--- src/hdl/timer_min_heap_queue_top_assert.svh ---
// ----------------------------------------------------------------------------
// Assertion macros for the timer heap queue
// Used by tmhq_seq, the module that carries concurrent checks.
// ----------------------------------------------------------------------------
`ifndef TIMER_MIN_HEAP_QUEUE_TOP_ASSERT_SVH
`define TIMER_MIN_HEAP_QUEUE_TOP_ASSERT_SVH

// Same-cycle implication, clocked on aclk, off during reset
`define TMHQ_ASSERT_IMP(name, ante, cons) \
    name: assert property (@(posedge aclk) disable iff (!aresetn) (ante) |-> (cons)) \
        else $error("tmhq: assertion failed");

// Next-cycle implication, clocked on aclk, off during reset
`define TMHQ_ASSERT_NXT(name, ante, cons) \
    name: assert property (@(posedge aclk) disable iff (!aresetn) (ante) |=> (cons)) \
        else $error("tmhq: assertion failed");

`endif

--- src/hdl/tmhq_pkg.sv ---
`timescale 1ns / 1ps
// ----------------------------------------------------------------------------
// tmhq_pkg
// Types and codes shared by the timer heap queue modules.
// ----------------------------------------------------------------------------
package tmhq_pkg;

    localparam logic [1:0] CMD_ADD    = 2'd0;
    localparam logic [1:0] CMD_REMOVE = 2'd1;
    localparam logic [1:0] CMD_EXPIRE = 2'd2;
    localparam logic [1:0] CMD_WAIT   = 2'd3;

    localparam logic [1:0] ST_OK        = 2'd0;
    localparam logic [1:0] ST_FULL      = 2'd1;
    localparam logic [1:0] ST_NOT_FOUND = 2'd2;
    localparam logic [1:0] ST_NONE_DUE  = 2'd3;

    typedef struct packed {
        logic [1:0]  cmd;
        logic [63:0] time_now;
        logic [63:0] start_time;
        logic [31:0] interval;
        logic [15:0] handler_tag;
        logic [15:0] timer_id;
    } item_t;

    typedef struct packed {
        logic [1:0]  status;
        logic [15:0] new_id;
        logic        fired;
        logic [15:0] fired_tag;
        logic [31:0] wait_time;
    } result_t;

    typedef struct packed {
        logic [63:0] deadline;
        logic [31:0] period;
        logic [15:0] tag;
        logic [15:0] ident;
    } entry_t;

    typedef struct packed {
        logic idle;
        logic done;
    } seq_stat_t;

endpackage

--- src/hdl/tmhq_seq.sv ---
`timescale 1ns / 1ps
// ----------------------------------------------------------------------------
// tmhq_seq
// Command sequencer: id search, sift-up, sift-down, expire and wait.
// ----------------------------------------------------------------------------
`include "timer_min_heap_queue_top_assert.svh"

module tmhq_seq #(
    parameter int HEAP_DEPTH = 64
) (
    input  logic                          aclk,
    input  logic                          aresetn,
    input  logic                          start_i,
    input  tmhq_pkg::item_t               item_i,
    input  logic                          out_free_i,
    output tmhq_pkg::seq_stat_t           stat_o,
    output tmhq_pkg::result_t             result_o,
    output logic                          mem_wr_en_o,
    output logic [$clog2(HEAP_DEPTH)-1:0] mem_wr_addr_o,
    output tmhq_pkg::entry_t              mem_wr_data_o,
    output logic [$clog2(HEAP_DEPTH)-1:0] mem_rd_addr_o,
    input  tmhq_pkg::entry_t              mem_rd_data_i
);
    import tmhq_pkg::*;

    localparam int AW = $clog2(HEAP_DEPTH);
    localparam int CW = $clog2(HEAP_DEPTH + 1);
    localparam logic [CW-1:0] DEPTH_C = CW'(HEAP_DEPTH);

    typedef enum logic [13:0] {
        S_IDLE    = 14'b00000000000001,
        S_SCAN    = 14'b00000000000010,
        S_SU_RD   = 14'b00000000000100,
        S_SU_CMP  = 14'b00000000001000,
        S_DROP_RD = 14'b00000000010000,
        S_DROP_LD = 14'b00000000100000,
        S_SD_LD   = 14'b00000001000000,
        S_SD_LD2  = 14'b00000010000000,
        S_SD_RL   = 14'b00000100000000,
        S_SD_RR   = 14'b00001000000000,
        S_SD_CMP  = 14'b00010000000000,
        S_EXP     = 14'b00100000000000,
        S_WAIT    = 14'b01000000000000,
        S_FIN     = 14'b10000000000000
    } state_t;

    state_t          state_reg, state_next;
    item_t           item_reg, item_next;
    result_t         res_reg, res_next;
    entry_t          node_reg, node_next;
    entry_t          left_reg, left_next;
    logic [AW-1:0]   pos_reg, pos_next;
    logic [AW-1:0]   hole_reg, hole_next;
    logic [CW-1:0]   count_reg, count_next;
    logic [15:0]     next_id_reg, next_id_next;
    logic [15:0]     cand_reg, cand_next;
    logic [CW-1:0]   scan_reg, scan_next;
    logic            chk_valid_reg, chk_valid_next;
    logic [AW-1:0]   chk_idx_reg, chk_idx_next;
    logic            right_ok_reg, right_ok_next;

    logic [AW+1:0]   lw, rw, cnt_w;
    logic [AW-1:0]   pm1, par;
    logic [15:0]     key, cand_inc, cand_wrap;
    logic            match;
    logic [64:0]     sum65;
    logic [63:0]     diff;
    logic            take_right;
    entry_t          pick;
    logic [AW+1:0]   pick_idx;
    logic            done;

    assign lw        = {1'b0, pos_reg, 1'b1};
    assign rw        = lw + (AW+2)'(1);
    assign cnt_w     = (AW+2)'(count_reg);
    assign pm1       = pos_reg - AW'(1);
    assign par       = pm1 >> 1;
    assign key       = (item_reg.cmd == CMD_ADD) ? cand_reg : item_reg.timer_id;
    assign match     = chk_valid_reg && (mem_rd_data_i.ident == key);
    assign cand_inc  = cand_reg + 16'd1;
    assign cand_wrap = (cand_inc == 16'd0) ? 16'd1 : cand_inc;
    assign sum65     = {1'b0, mem_rd_data_i.deadline} + {33'd0, mem_rd_data_i.period};
    assign diff      = mem_rd_data_i.deadline - item_reg.time_now;
    assign take_right = right_ok_reg && (mem_rd_data_i.deadline < left_reg.deadline);
    assign pick      = take_right ? mem_rd_data_i : left_reg;
    assign pick_idx  = take_right ? rw : lw;

    always_comb begin
        state_next     = state_reg;
        item_next      = item_reg;
        res_next       = res_reg;
        node_next      = node_reg;
        left_next      = left_reg;
        pos_next       = pos_reg;
        hole_next      = hole_reg;
        count_next     = count_reg;
        next_id_next   = next_id_reg;
        cand_next      = cand_reg;
        scan_next      = scan_reg;
        chk_valid_next = 1'b0;
        chk_idx_next   = chk_idx_reg;
        right_ok_next  = right_ok_reg;
        mem_rd_addr_o  = '0;
        mem_wr_en_o    = 1'b0;
        mem_wr_addr_o  = pos_reg;
        mem_wr_data_o  = node_reg;
        done           = 1'b0;

        case (state_reg)
            S_IDLE: begin
                if (start_i) begin
                    item_next = item_i;
                    res_next  = '0;
                    scan_next = '0;
                    case (item_i.cmd)
                        CMD_ADD: begin
                            cand_next = (next_id_reg == 16'd0) ? 16'd1 : next_id_reg;
                            if (count_reg == DEPTH_C) begin
                                res_next.status = ST_FULL;
                                state_next      = S_FIN;
                            end else begin
                                state_next = S_SCAN;
                            end
                        end
                        CMD_REMOVE: begin
                            state_next = S_SCAN;
                        end
                        CMD_EXPIRE: begin
                            if (count_reg == '0) begin
                                res_next.status = ST_NONE_DUE;
                                state_next      = S_FIN;
                            end else begin
                                state_next = S_EXP;
                            end
                        end
                        default: begin
                            if (count_reg == '0) begin
                                res_next.wait_time = item_i.interval;
                                state_next         = S_FIN;
                            end else begin
                                state_next = S_WAIT;
                            end
                        end
                    endcase
                end
            end

            S_SCAN: begin
                if (match) begin
                    if (item_reg.cmd == CMD_ADD) begin
                        // id in use: try the next one and rescan from the root
                        cand_next = cand_wrap;
                        scan_next = '0;
                    end else begin
                        hole_next  = chk_idx_reg;
                        count_next = count_reg - CW'(1);
                        if (CW'(chk_idx_reg) < count_reg - CW'(1)) begin
                            state_next = S_DROP_RD;
                        end else begin
                            state_next = S_FIN;
                        end
                    end
                end else if (scan_reg < count_reg) begin
                    mem_rd_addr_o  = scan_reg[AW-1:0];
                    chk_valid_next = 1'b1;
                    chk_idx_next   = scan_reg[AW-1:0];
                    scan_next      = scan_reg + CW'(1);
                end else if (item_reg.cmd == CMD_ADD) begin
                    res_next.new_id = cand_reg;
                    next_id_next    = cand_inc;
                    node_next.deadline = (item_reg.start_time != 64'd0) ?
                                         item_reg.start_time : item_reg.time_now;
                    node_next.period = item_reg.interval;
                    node_next.tag    = item_reg.handler_tag;
                    node_next.ident  = cand_reg;
                    pos_next         = count_reg[AW-1:0];
                    count_next       = count_reg + CW'(1);
                    state_next       = S_SU_RD;
                end else begin
                    res_next.status = ST_NOT_FOUND;
                    state_next      = S_FIN;
                end
            end

            S_SU_RD: begin
                if (pos_reg == '0) begin
                    mem_wr_en_o = 1'b1;
                    state_next  = (item_reg.cmd == CMD_ADD) ? S_FIN : S_SD_LD;
                end else begin
                    mem_rd_addr_o = par;
                    state_next    = S_SU_CMP;
                end
            end

            S_SU_CMP: begin
                mem_wr_en_o = 1'b1;
                if (mem_rd_data_i.deadline > node_reg.deadline) begin
                    mem_wr_data_o = mem_rd_data_i;
                    pos_next      = par;
                    state_next    = S_SU_RD;
                end else begin
                    state_next = (item_reg.cmd == CMD_ADD) ? S_FIN : S_SD_LD;
                end
            end

            S_DROP_RD: begin
                mem_rd_addr_o = count_reg[AW-1:0];
                state_next    = S_DROP_LD;
            end

            S_DROP_LD: begin
                node_next  = mem_rd_data_i;
                pos_next   = hole_reg;
                state_next = S_SU_RD;
            end

            S_SD_LD: begin
                mem_rd_addr_o = hole_reg;
                pos_next      = hole_reg;
                state_next    = S_SD_LD2;
            end

            S_SD_LD2: begin
                node_next  = mem_rd_data_i;
                state_next = S_SD_RL;
            end

            S_SD_RL: begin
                if (lw >= cnt_w) begin
                    mem_wr_en_o = 1'b1;
                    state_next  = S_FIN;
                end else begin
                    mem_rd_addr_o = lw[AW-1:0];
                    state_next    = S_SD_RR;
                end
            end

            S_SD_RR: begin
                left_next     = mem_rd_data_i;
                right_ok_next = rw < cnt_w;
                mem_rd_addr_o = rw[AW-1:0];
                state_next    = S_SD_CMP;
            end

            S_SD_CMP: begin
                mem_wr_en_o = 1'b1;
                if (node_reg.deadline > pick.deadline) begin
                    mem_wr_data_o = pick;
                    pos_next      = pick_idx[AW-1:0];
                    state_next    = S_SD_RL;
                end else begin
                    state_next = S_FIN;
                end
            end

            S_EXP: begin
                if (mem_rd_data_i.deadline > item_reg.time_now) begin
                    res_next.status = ST_NONE_DUE;
                    state_next      = S_FIN;
                end else begin
                    res_next.fired     = 1'b1;
                    res_next.fired_tag = mem_rd_data_i.tag;
                    hole_next          = '0;
                    pos_next           = '0;
                    if (mem_rd_data_i.period == 32'd0) begin
                        count_next = count_reg - CW'(1);
                        state_next = (count_reg > CW'(1)) ? S_DROP_RD : S_FIN;
                    end else begin
                        node_next          = mem_rd_data_i;
                        node_next.deadline = sum65[64] ? '1 : sum65[63:0];
                        state_next         = S_SD_RL;
                    end
                end
            end

            S_WAIT: begin
                if (mem_rd_data_i.deadline > item_reg.time_now) begin
                    res_next.wait_time = (diff < {32'd0, item_reg.interval}) ?
                                         diff[31:0] : item_reg.interval;
                end
                state_next = S_FIN;
            end

            S_FIN: begin
                if (out_free_i) begin
                    done       = 1'b1;
                    state_next = S_IDLE;
                end
            end

            default: begin
                state_next = S_IDLE;
            end
        endcase
    end

    always_ff @(posedge aclk) begin
        if (!aresetn) begin
            state_reg     <= S_IDLE;
            count_reg     <= '0;
            next_id_reg   <= 16'd1;
            chk_valid_reg <= 1'b0;
        end else begin
            state_reg     <= state_next;
            count_reg     <= count_next;
            next_id_reg   <= next_id_next;
            chk_valid_reg <= chk_valid_next;
        end
        item_reg     <= item_next;
        res_reg      <= res_next;
        node_reg     <= node_next;
        left_reg     <= left_next;
        pos_reg      <= pos_next;
        hole_reg     <= hole_next;
        cand_reg     <= cand_next;
        scan_reg     <= scan_next;
        chk_idx_reg  <= chk_idx_next;
        right_ok_reg <= right_ok_next;
    end

    assign stat_o.idle = (state_reg == S_IDLE);
    assign stat_o.done = done;
    assign result_o    = res_reg;

    `TMHQ_ASSERT_IMP(a_start_idle, start_i, state_reg == S_IDLE)
    `TMHQ_ASSERT_IMP(a_count_bound, 1'b1, count_reg <= DEPTH_C)
    `TMHQ_ASSERT_IMP(a_count_step, count_reg != $past(count_reg), (count_reg == $past(count_reg) + CW'(1)) || (count_reg == $past(count_reg) - CW'(1)))
    `TMHQ_ASSERT_NXT(a_done_idle, done, state_reg == S_IDLE)

endmodule

--- config.mk ---
export PLATFORM = sky130hd
export DESIGN_NAME = tmhq_seq
export DESIGN_NICKNAME = d
export VERILOG_FILES = /design/src/hdl/tmhq_pkg.sv /design/src/hdl/tmhq_seq.sv
export VERILOG_INCLUDE_DIRS = /design/src /design/src/hdl
export SDC_FILE = /design/constraint.sdc
export NUM_CORES = 2
export LEC_CHECK = 0
export BUFFER_PORTS_ARGS = -buffer_cell sky130_fd_sc_hd__clkbuf_2
export CELL_PAD_IN_SITES_DETAIL_PLACEMENT = 1
export CELL_PAD_IN_SITES_GLOBAL_PLACEMENT = 1
export CORE_MARGIN = 2
export CORE_UTILIZATION = 45
export CTS_CLUSTER_DIAMETER = 120
export DETAILED_ROUTE_END_ITERATION = 6
export PLACE_DENSITY_LB_ADDON = 0.2
export SYNTH_ARGS = -nofsm -noshare
export SYNTH_HDL_FRONTEND = slang
export SYNTH_SLANG_ARGS = --single-unit
--- constraint.sdc ---
create_clock -name aclk -period 17.6 [get_ports aclk]
set_input_delay 1.76 -clock aclk [delete_from_list [all_inputs] [get_ports aclk]]
set_output_delay 1.76 -clock aclk [all_outputs]
set_load 0.1 [all_outputs]
Word level (Yosys, flattened, before mapping)

Index checks and enable logic that the tools add are counted.

Magnitude comparators: 10
Muxes and demuxes: 92
Reductions and logical operators: 36
Multiply operators: 0
Shift-type cells: 0
Equality and inequality tests: 38
Bitwise gates (word level): 4
Div/mod/pow operators: 0
Add/sub/neg operators: 8

Operators with widths:

| kind                                  | count |
|---|---|
| 2-to-1 mux 128 bit                    | 8 |
| case mux 128 bit (3 select lines)     | 1 |
| case mux 128 bit (2 select lines)     | 1 |
| 2-to-1 mux 14 bit                     | 18 |
| case mux 14 bit (14 select lines)     | 1 |
| > comparator 64 bit                   | 3 |
| 2-to-1 mux 16 bit                     | 8 |
| 2-to-1 mux 32 bit                     | 4 |
| 2-to-1 mux 64 bit                     | 2 |
| 2-to-1 mux 6 bit                      | 12 |
| 2-to-1 mux 7 bit                      | 10 |
| 2-to-1 mux 67 bit                     | 1 |
| adder 64 x 32 -> 65 bit               | 1 |
| less-than comparator 64 x 32 -> 1 bit | 1 |
| less-than comparator 64 bit           | 1 |
| case mux 16 bit (2 select lines)      | 2 |
| case mux 32 bit (2 select lines)      | 1 |
| nonzero test 64 bit                   | 1 |
| subtractor 64 bit                     | 1 |
| case mux 14 bit (3 select lines)      | 1 |
| 2-to-1 mux 18 bit                     | 2 |
| case mux 6 bit (6 select lines)       | 1 |
| case mux 17 bit (2 select lines)      | 1 |
| logical NOT 16 bit                    | 2 |
| 58 further kinds                      | 104 |

Bits in registers: 597
Memories: 0
RAM bits: 0
Bits in latches: 0
Memory bits (read-only): 0
Output and inout port bits: 210
Word-level logic and storage cells: 217
Input port bits: 326

Depth between registers and ports, before layout

Depth in word-level cells: 6
Depth in mapped cells: 30
Depth with buffers taken out: 27

Worst setup path before layout

Ideal clock, no wire load.

Path kind: reg2out
From: register state_reg[7]
To: output mem_rd_addr_o[1]
Path buffers: 0
Cell stages (with the launch flop): 9
Data arrival time: 13519 ps
Path slack: 2321 ps
Path through: dfxtp_1 nor3_1 nor4b_2 nand2_1 or3_1 nor3b_1 a222oi_1 o21ai_0 a221o_1

Cells in the longest elaborated chain, start to end: 2

RTL lines:

| what                                             | line            | source |
|---|---|---|
| start, declared                                  | tmhq_seq.sv:47  | `state_t state_reg, state_next;` |
| start signal, assigned                           | tmhq_seq.sv:304 | `state_reg <= state_next;` |
| == test 14 x 10 -> 1 bit (tied with other cells) | tmhq_seq.sv:109 | `case (state_reg)` |
| case mux 6 bit (6 select lines) *                | tmhq_seq.sv:109 |  |
| end, declared                                    | tmhq_seq.sv:21  | `output logic [$clog2(HEAP_DEPTH)-1:0] mem_rd_addr_o,` |

Every way passes the cells marked *; elsewhere a longest branch is shown, timed or not.

==> metrics.txt <==
# TYPE chip_impl_metric gauge
chip_impl_metric{name="cts-root-to-sink-buffers",unit=""} 3
chip_impl_metric{name="port_buffers",unit=""} 535
chip_impl_info{name="cts_tree",value="yes"} 1
chip_impl_metric{name="initial_core_util",unit="%"} 45.61
chip_impl_metric{name="drt_pass1_iterations",unit=""} 7
chip_impl_metric{name="dieHeight",unit="µm"} 301.0
chip_impl_metric{name="cts_setup_buffers",unit=""} 0
chip_impl_metric{name="timing.setup.tns",unit="ns"} 0
chip_impl_metric{name="dpl.hpwl",unit="µm"} 132400
chip_impl_metric{name="post_route_drc_violation_count",unit=""} 3
chip_impl_metric{name="post_synth_num_cell_types",unit=""} 97
chip_impl_metric{name="slowest_delay",unit="ns"} 0.87
chip_impl_metric{name="synth_largest_type_area_fraction",unit="%"} 42.29
chip_impl_metric{name="max_cap_violations",unit=""} 0
chip_impl_info{name="cpLargestDelayFamily",value="compound AO/OA/AOI/OAI gates"} 1
chip_impl_metric{name="core.rowCount",unit=""} 108
chip_impl_metric{name="maxSlewViolCount",unit=""} 0
chip_impl_metric{name="ioPinCount",unit=""} 536
chip_impl_metric{name="largest_register_ffs",unit=""} 194
chip_impl_metric{name="postSynthRegisterBits",unit=""} 597
chip_impl_metric{name="worst_ep_required_time",unit="ns"} 15.84
chip_impl_metric{name="groute.usage.overall",unit="%"} 36.77
chip_impl_metric{name="post-layout-total-power",unit="W"} 0.004265
chip_impl_metric{name="period_minus_slack",unit="ns"} 12.36
chip_impl_metric{name="overflow",unit=""} 0
chip_impl_metric{name="report.final.setup_viol",unit=""} 0
chip_impl_metric{name="synth-edff-count",unit=""} 559
chip_impl_metric{name="cts-buffers-inserted",unit=""} 71
chip_impl_metric{name="antenna_left",unit=""} 0
chip_impl_info{name="synth_top_cell_by_area",value="sky130_fd_sc_hd__edfxtp_1"} 1
chip_impl_metric{name="design.die.area",unit="mm²"} 0.09059
chip_impl_metric{name="synthesis.instances",unit=""} 4130
chip_impl_metric{name="routed-via-count",unit=""} 36490
chip_impl_info{name="violations",value="DRC"} 1
chip_impl_metric{name="core-area",unit="mm²"} 0.08702
chip_impl_metric{name="syn-mean-instance-area",unit="µm²"} 9.610
chip_impl_info{name="end_kind",value="primary output"} 1
chip_impl_metric{name="cts-resized-gates",unit=""} 0
chip_impl_metric{name="timing.critical_path.arrival",unit="ns"} 10.60
chip_impl_metric{name="r2r_setup_slack",unit="ns"} 9.89
chip_impl_info{name="outcome",value="complete, but fails checks"} 1
chip_impl_metric{name="final_nets",unit=""} 5260
chip_impl_metric{name="yosysSeqAreaShare",unit="%"} 44.21
chip_impl_metric{name="slew_headroom",unit="%"} 14.49
chip_impl_metric{name="detailedRoute.firstIterationViolations",unit=""} 3426
chip_impl_info{name="cts_root_buffer",value="sky130_fd_sc_hd__clkbuf_16"} 1
chip_impl_info{name="synthTopCellsByArea",value="sky130_fd_sc_hd__edfxtp_1 (42%), sky130_fd_sc_hd__ha_1 (11%), sky130_fd_sc_hd__a21oi_1 (5.1%), sky130_fd_sc_hd__a21o_1 (4.3%), sky130_fd_sc_hd__nand2_1 (4.2%)"} 1
chip_impl_info{name="grt_setup_unrepaired",value="false"} 1
chip_impl_metric{name="worst_ir_drop_vdd",unit="V"} 0.0001060
chip_impl_metric{name="holdBufCountCts",unit=""} 0
chip_impl_metric{name="final_hold_viols",unit=""} 0
chip_impl_metric{name="worst_setup_skew_after_layout",unit="ns"} 0.04386
chip_impl_info{name="timing.setup.critical_path_class",value="in -> out"} 1
chip_impl_metric{name="die_wd",unit="µm"} 301.0
chip_impl_metric{name="detail_route.vias_per_cell",unit=""} 6.294
chip_impl_metric{name="synth.net_count",unit=""} 4807
chip_impl_metric{name="number_of_antenna_violations_at_the_first_check_in_global_routing",unit=""} 21
chip_impl_metric{name="worst_setup_hold_path_clk_slew",unit="ns"} 0.06
chip_impl_metric{name="final_layout_size_suffix_gt1_share",unit="%"} 15.61
chip_impl_info{name="synth_flop_cell",value="sky130_fd_sc_hd__edfxtp_1"} 1
chip_impl_metric{name="post-route-period-util",unit="%"} 70.25
chip_impl_metric{name="power_leakage",unit="nW"} 19.49
chip_impl_metric{name="area_growth",unit="%"} 15.10
chip_impl_metric{name="largest_net_degree_at_the_start_of_global_routing",unit=""} 122
chip_impl_info{name="timing.critical_path.slowest_stage_cell",value="sky130_fd_sc_hd__a21boi_4"} 1
chip_impl_metric{name="timing_worst_slew_pin_value",unit="ns"} 1.276
chip_impl_metric{name="yosysWarnings",unit=""} 0
chip_impl_metric{name="worstPathBufferInverterCount",unit=""} 6
chip_impl_metric{name="clock_sinks",unit=""} 597
chip_impl_metric{name="gp_congestion",unit=""} 0.9805
chip_impl_metric{name="power_density",unit="mW/mm²"} 93.37
chip_impl_metric{name="max_freq",unit="MHz"} 80.88
chip_impl_metric{name="synth.cell_area",unit="mm²"} 0.03969
chip_impl_metric{name="critical_path_peak_fanout",unit=""} 72
chip_impl_metric{name="grt_first_pass_wirelength",unit="µm"} 247300
chip_impl_info{name="hold_path_class",value="reg -> reg"} 1
chip_impl_metric{name="detail_route.wirelength",unit="µm"} 169800
chip_impl_metric{name="cts.htree.levels",unit=""} 3
chip_impl_metric{name="clkLatencyLatePin",unit="ns"} 0.68
chip_impl_info{name="startpoint_class_of_the_critical_path",value="primary input"} 1
chip_impl_metric{name="synth-async-reset-ratio",unit="%"} 0
chip_impl_metric{name="wire_per_inst",unit="µm"} 29.29
chip_impl_metric{name="vias_in_the_first_global_route",unit=""} 37100
per-stage QoR:
step / hold slack [ns] / utilization [%] / worst slack (ns) / instance area [µm²] / cells
after floorplan: 0.4448 / - / 2.321 / 39690 / 4130
after global placement: 0.4563 / 49.90 / 5.754 / 43430 / 5665
after detailed placement: 0.4711 / 49.90 / 5.408 / 43430 / 5665
after CTS: 0.4774 / 52.47 / 5.320 / 45670 / 5792
after global routing: 0.4988 / 52.49 / 4.691 / 45680 / 5795
final: 0.4710 / 52.50 / 5.235 / 45680 / 5797
cell usage in the layout (no fill, tap or decap), types with 88 or more instances in the layout:
cell                       count
sky130_fd_sc_hd__inv_1       274
sky130_fd_sc_hd__a21o_1      225
sky130_fd_sc_hd__xnor2_1      88
sky130_fd_sc_hd__edfxtp_1    559
sky130_fd_sc_hd__nand4_1      94
sky130_fd_sc_hd__clkbuf_2    535
sky130_fd_sc_hd__nor2_1      265
sky130_fd_sc_hd__nand2_1     446
sky130_fd_sc_hd__a22o_1      100
sky130_fd_sc_hd__a21oi_1     407
sky130_fd_sc_hd__o21ai_0     231
sky130_fd_sc_hd__ha_1        349
kinds of logic after synthesis:
| logic type | share of synthesized area, % |
|---|---|
| AO/OA/AOI/OAI | 21.05 |
| XOR/XNOR | 2.869 |
| adder cells (fa/ha/maj) | 11.10 |
| buffers and inverters | 4.707 |
| flip-flops | 44.21 |
| multiplexers | 1.441 |
| AND/OR/NAND/NOR | 14.62 |
worst register-to-register path, delay by kind of cell, from the launching register on:
kind	cells	cell delay, ns
XOR/XNOR	1	0.37
flip-flops	1	0.51
AND/OR/NAND/NOR	8	2.60
buffers and inverters	1	0.14
adder cells (fa/ha/maj)	2	0.65
AO/OA/AOI/OAI	10	2.72
multiplexers	1	0.40
final cells by class:
class	instances	area, µm²
Antenna cell	5	12.51
Clock buffer	88	1841
Clock inverter	39	396.6
Fill cell	9933	41340
Inverter	277	1047
Multi-Input combinational cell	3066	20440
Sequential cell	597	17550
Tap cell	1155	1445
Timing Repair Buffer	570	2953
layer usage:
metal,GRT usage (%),routed length (µm)
met1,48.08,70060
met2,59.73,77980
met3,7.157,13910
met4,15.13,7705
met5,0,120
final timing paths:
check	startpoint	endpoint	cells after the start
hold reg to reg	next_id_reg[7]	next_id_reg[7]	2
setup reg to reg	item_reg[129]	result_o[6]	23
setup / recovery	mem_rd_data_i[89]	mem_wr_data_o[68]	29
hold / removal	next_id_reg[7]	next_id_reg[7]	2
power by group:
part	switching (W)	internal, W	leakage, nW
registers	0.0000800	0.00168	5.50
clock network	0.000655	0.000800	1.06
logic	0.000768	0.000287	12.9
total	0.00150	0.00276	19.5
cell usage after synthesis (6+ instances only):
library cell / count
sky130_fd_sc_hd__clkbuf_1: 148
sky130_fd_sc_hd__o211ai_1: 23
sky130_fd_sc_hd__ha_1: 349
sky130_fd_sc_hd__or2_2: 6
sky130_fd_sc_hd__nor2_1: 266
sky130_fd_sc_hd__a221o_1: 6
sky130_fd_sc_hd__nand4_1: 94
sky130_fd_sc_hd__inv_1: 275
sky130_fd_sc_hd__a41oi_1: 8
sky130_fd_sc_hd__and3_1: 31
sky130_fd_sc_hd__xnor2_1: 88
sky130_fd_sc_hd__o2111ai_1: 9
sky130_fd_sc_hd__dfxtp_1: 38
sky130_fd_sc_hd__a31oi_1: 26
sky130_fd_sc_hd__nor3b_1: 7
sky130_fd_sc_hd__nand2b_1: 23
sky130_fd_sc_hd__buf_2: 20
sky130_fd_sc_hd__nor3_1: 73
sky130_fd_sc_hd__o21ai_1: 58
sky130_fd_sc_hd__nor4_1: 58
sky130_fd_sc_hd__and4_1: 11
sky130_fd_sc_hd__a22o_1: 100
sky130_fd_sc_hd__mux2i_1: 56
sky130_fd_sc_hd__o21a_1: 28
sky130_fd_sc_hd__a222oi_1: 6
sky130_fd_sc_hd__edfxtp_1: 559
sky130_fd_sc_hd__xor2_1: 42
sky130_fd_sc_hd__a211o_1: 12
sky130_fd_sc_hd__a21oi_1: 407
sky130_fd_sc_hd__and2_1: 62
sky130_fd_sc_hd__o211a_1: 6
sky130_fd_sc_hd__a21o_1: 225
sky130_fd_sc_hd__nand2_1: 447
sky130_fd_sc_hd__nand3_1: 67
sky130_fd_sc_hd__buf_1: 13
sky130_fd_sc_hd__o21ai_0: 232
sky130_fd_sc_hd__or3_1: 19
sky130_fd_sc_hd__a22oi_1: 38
sky130_fd_sc_hd__a211oi_1: 53
sky130_fd_sc_hd__o21bai_1: 12
sky130_fd_sc_hd__nor2b_1: 27
(Power assumes the default switching activity.)
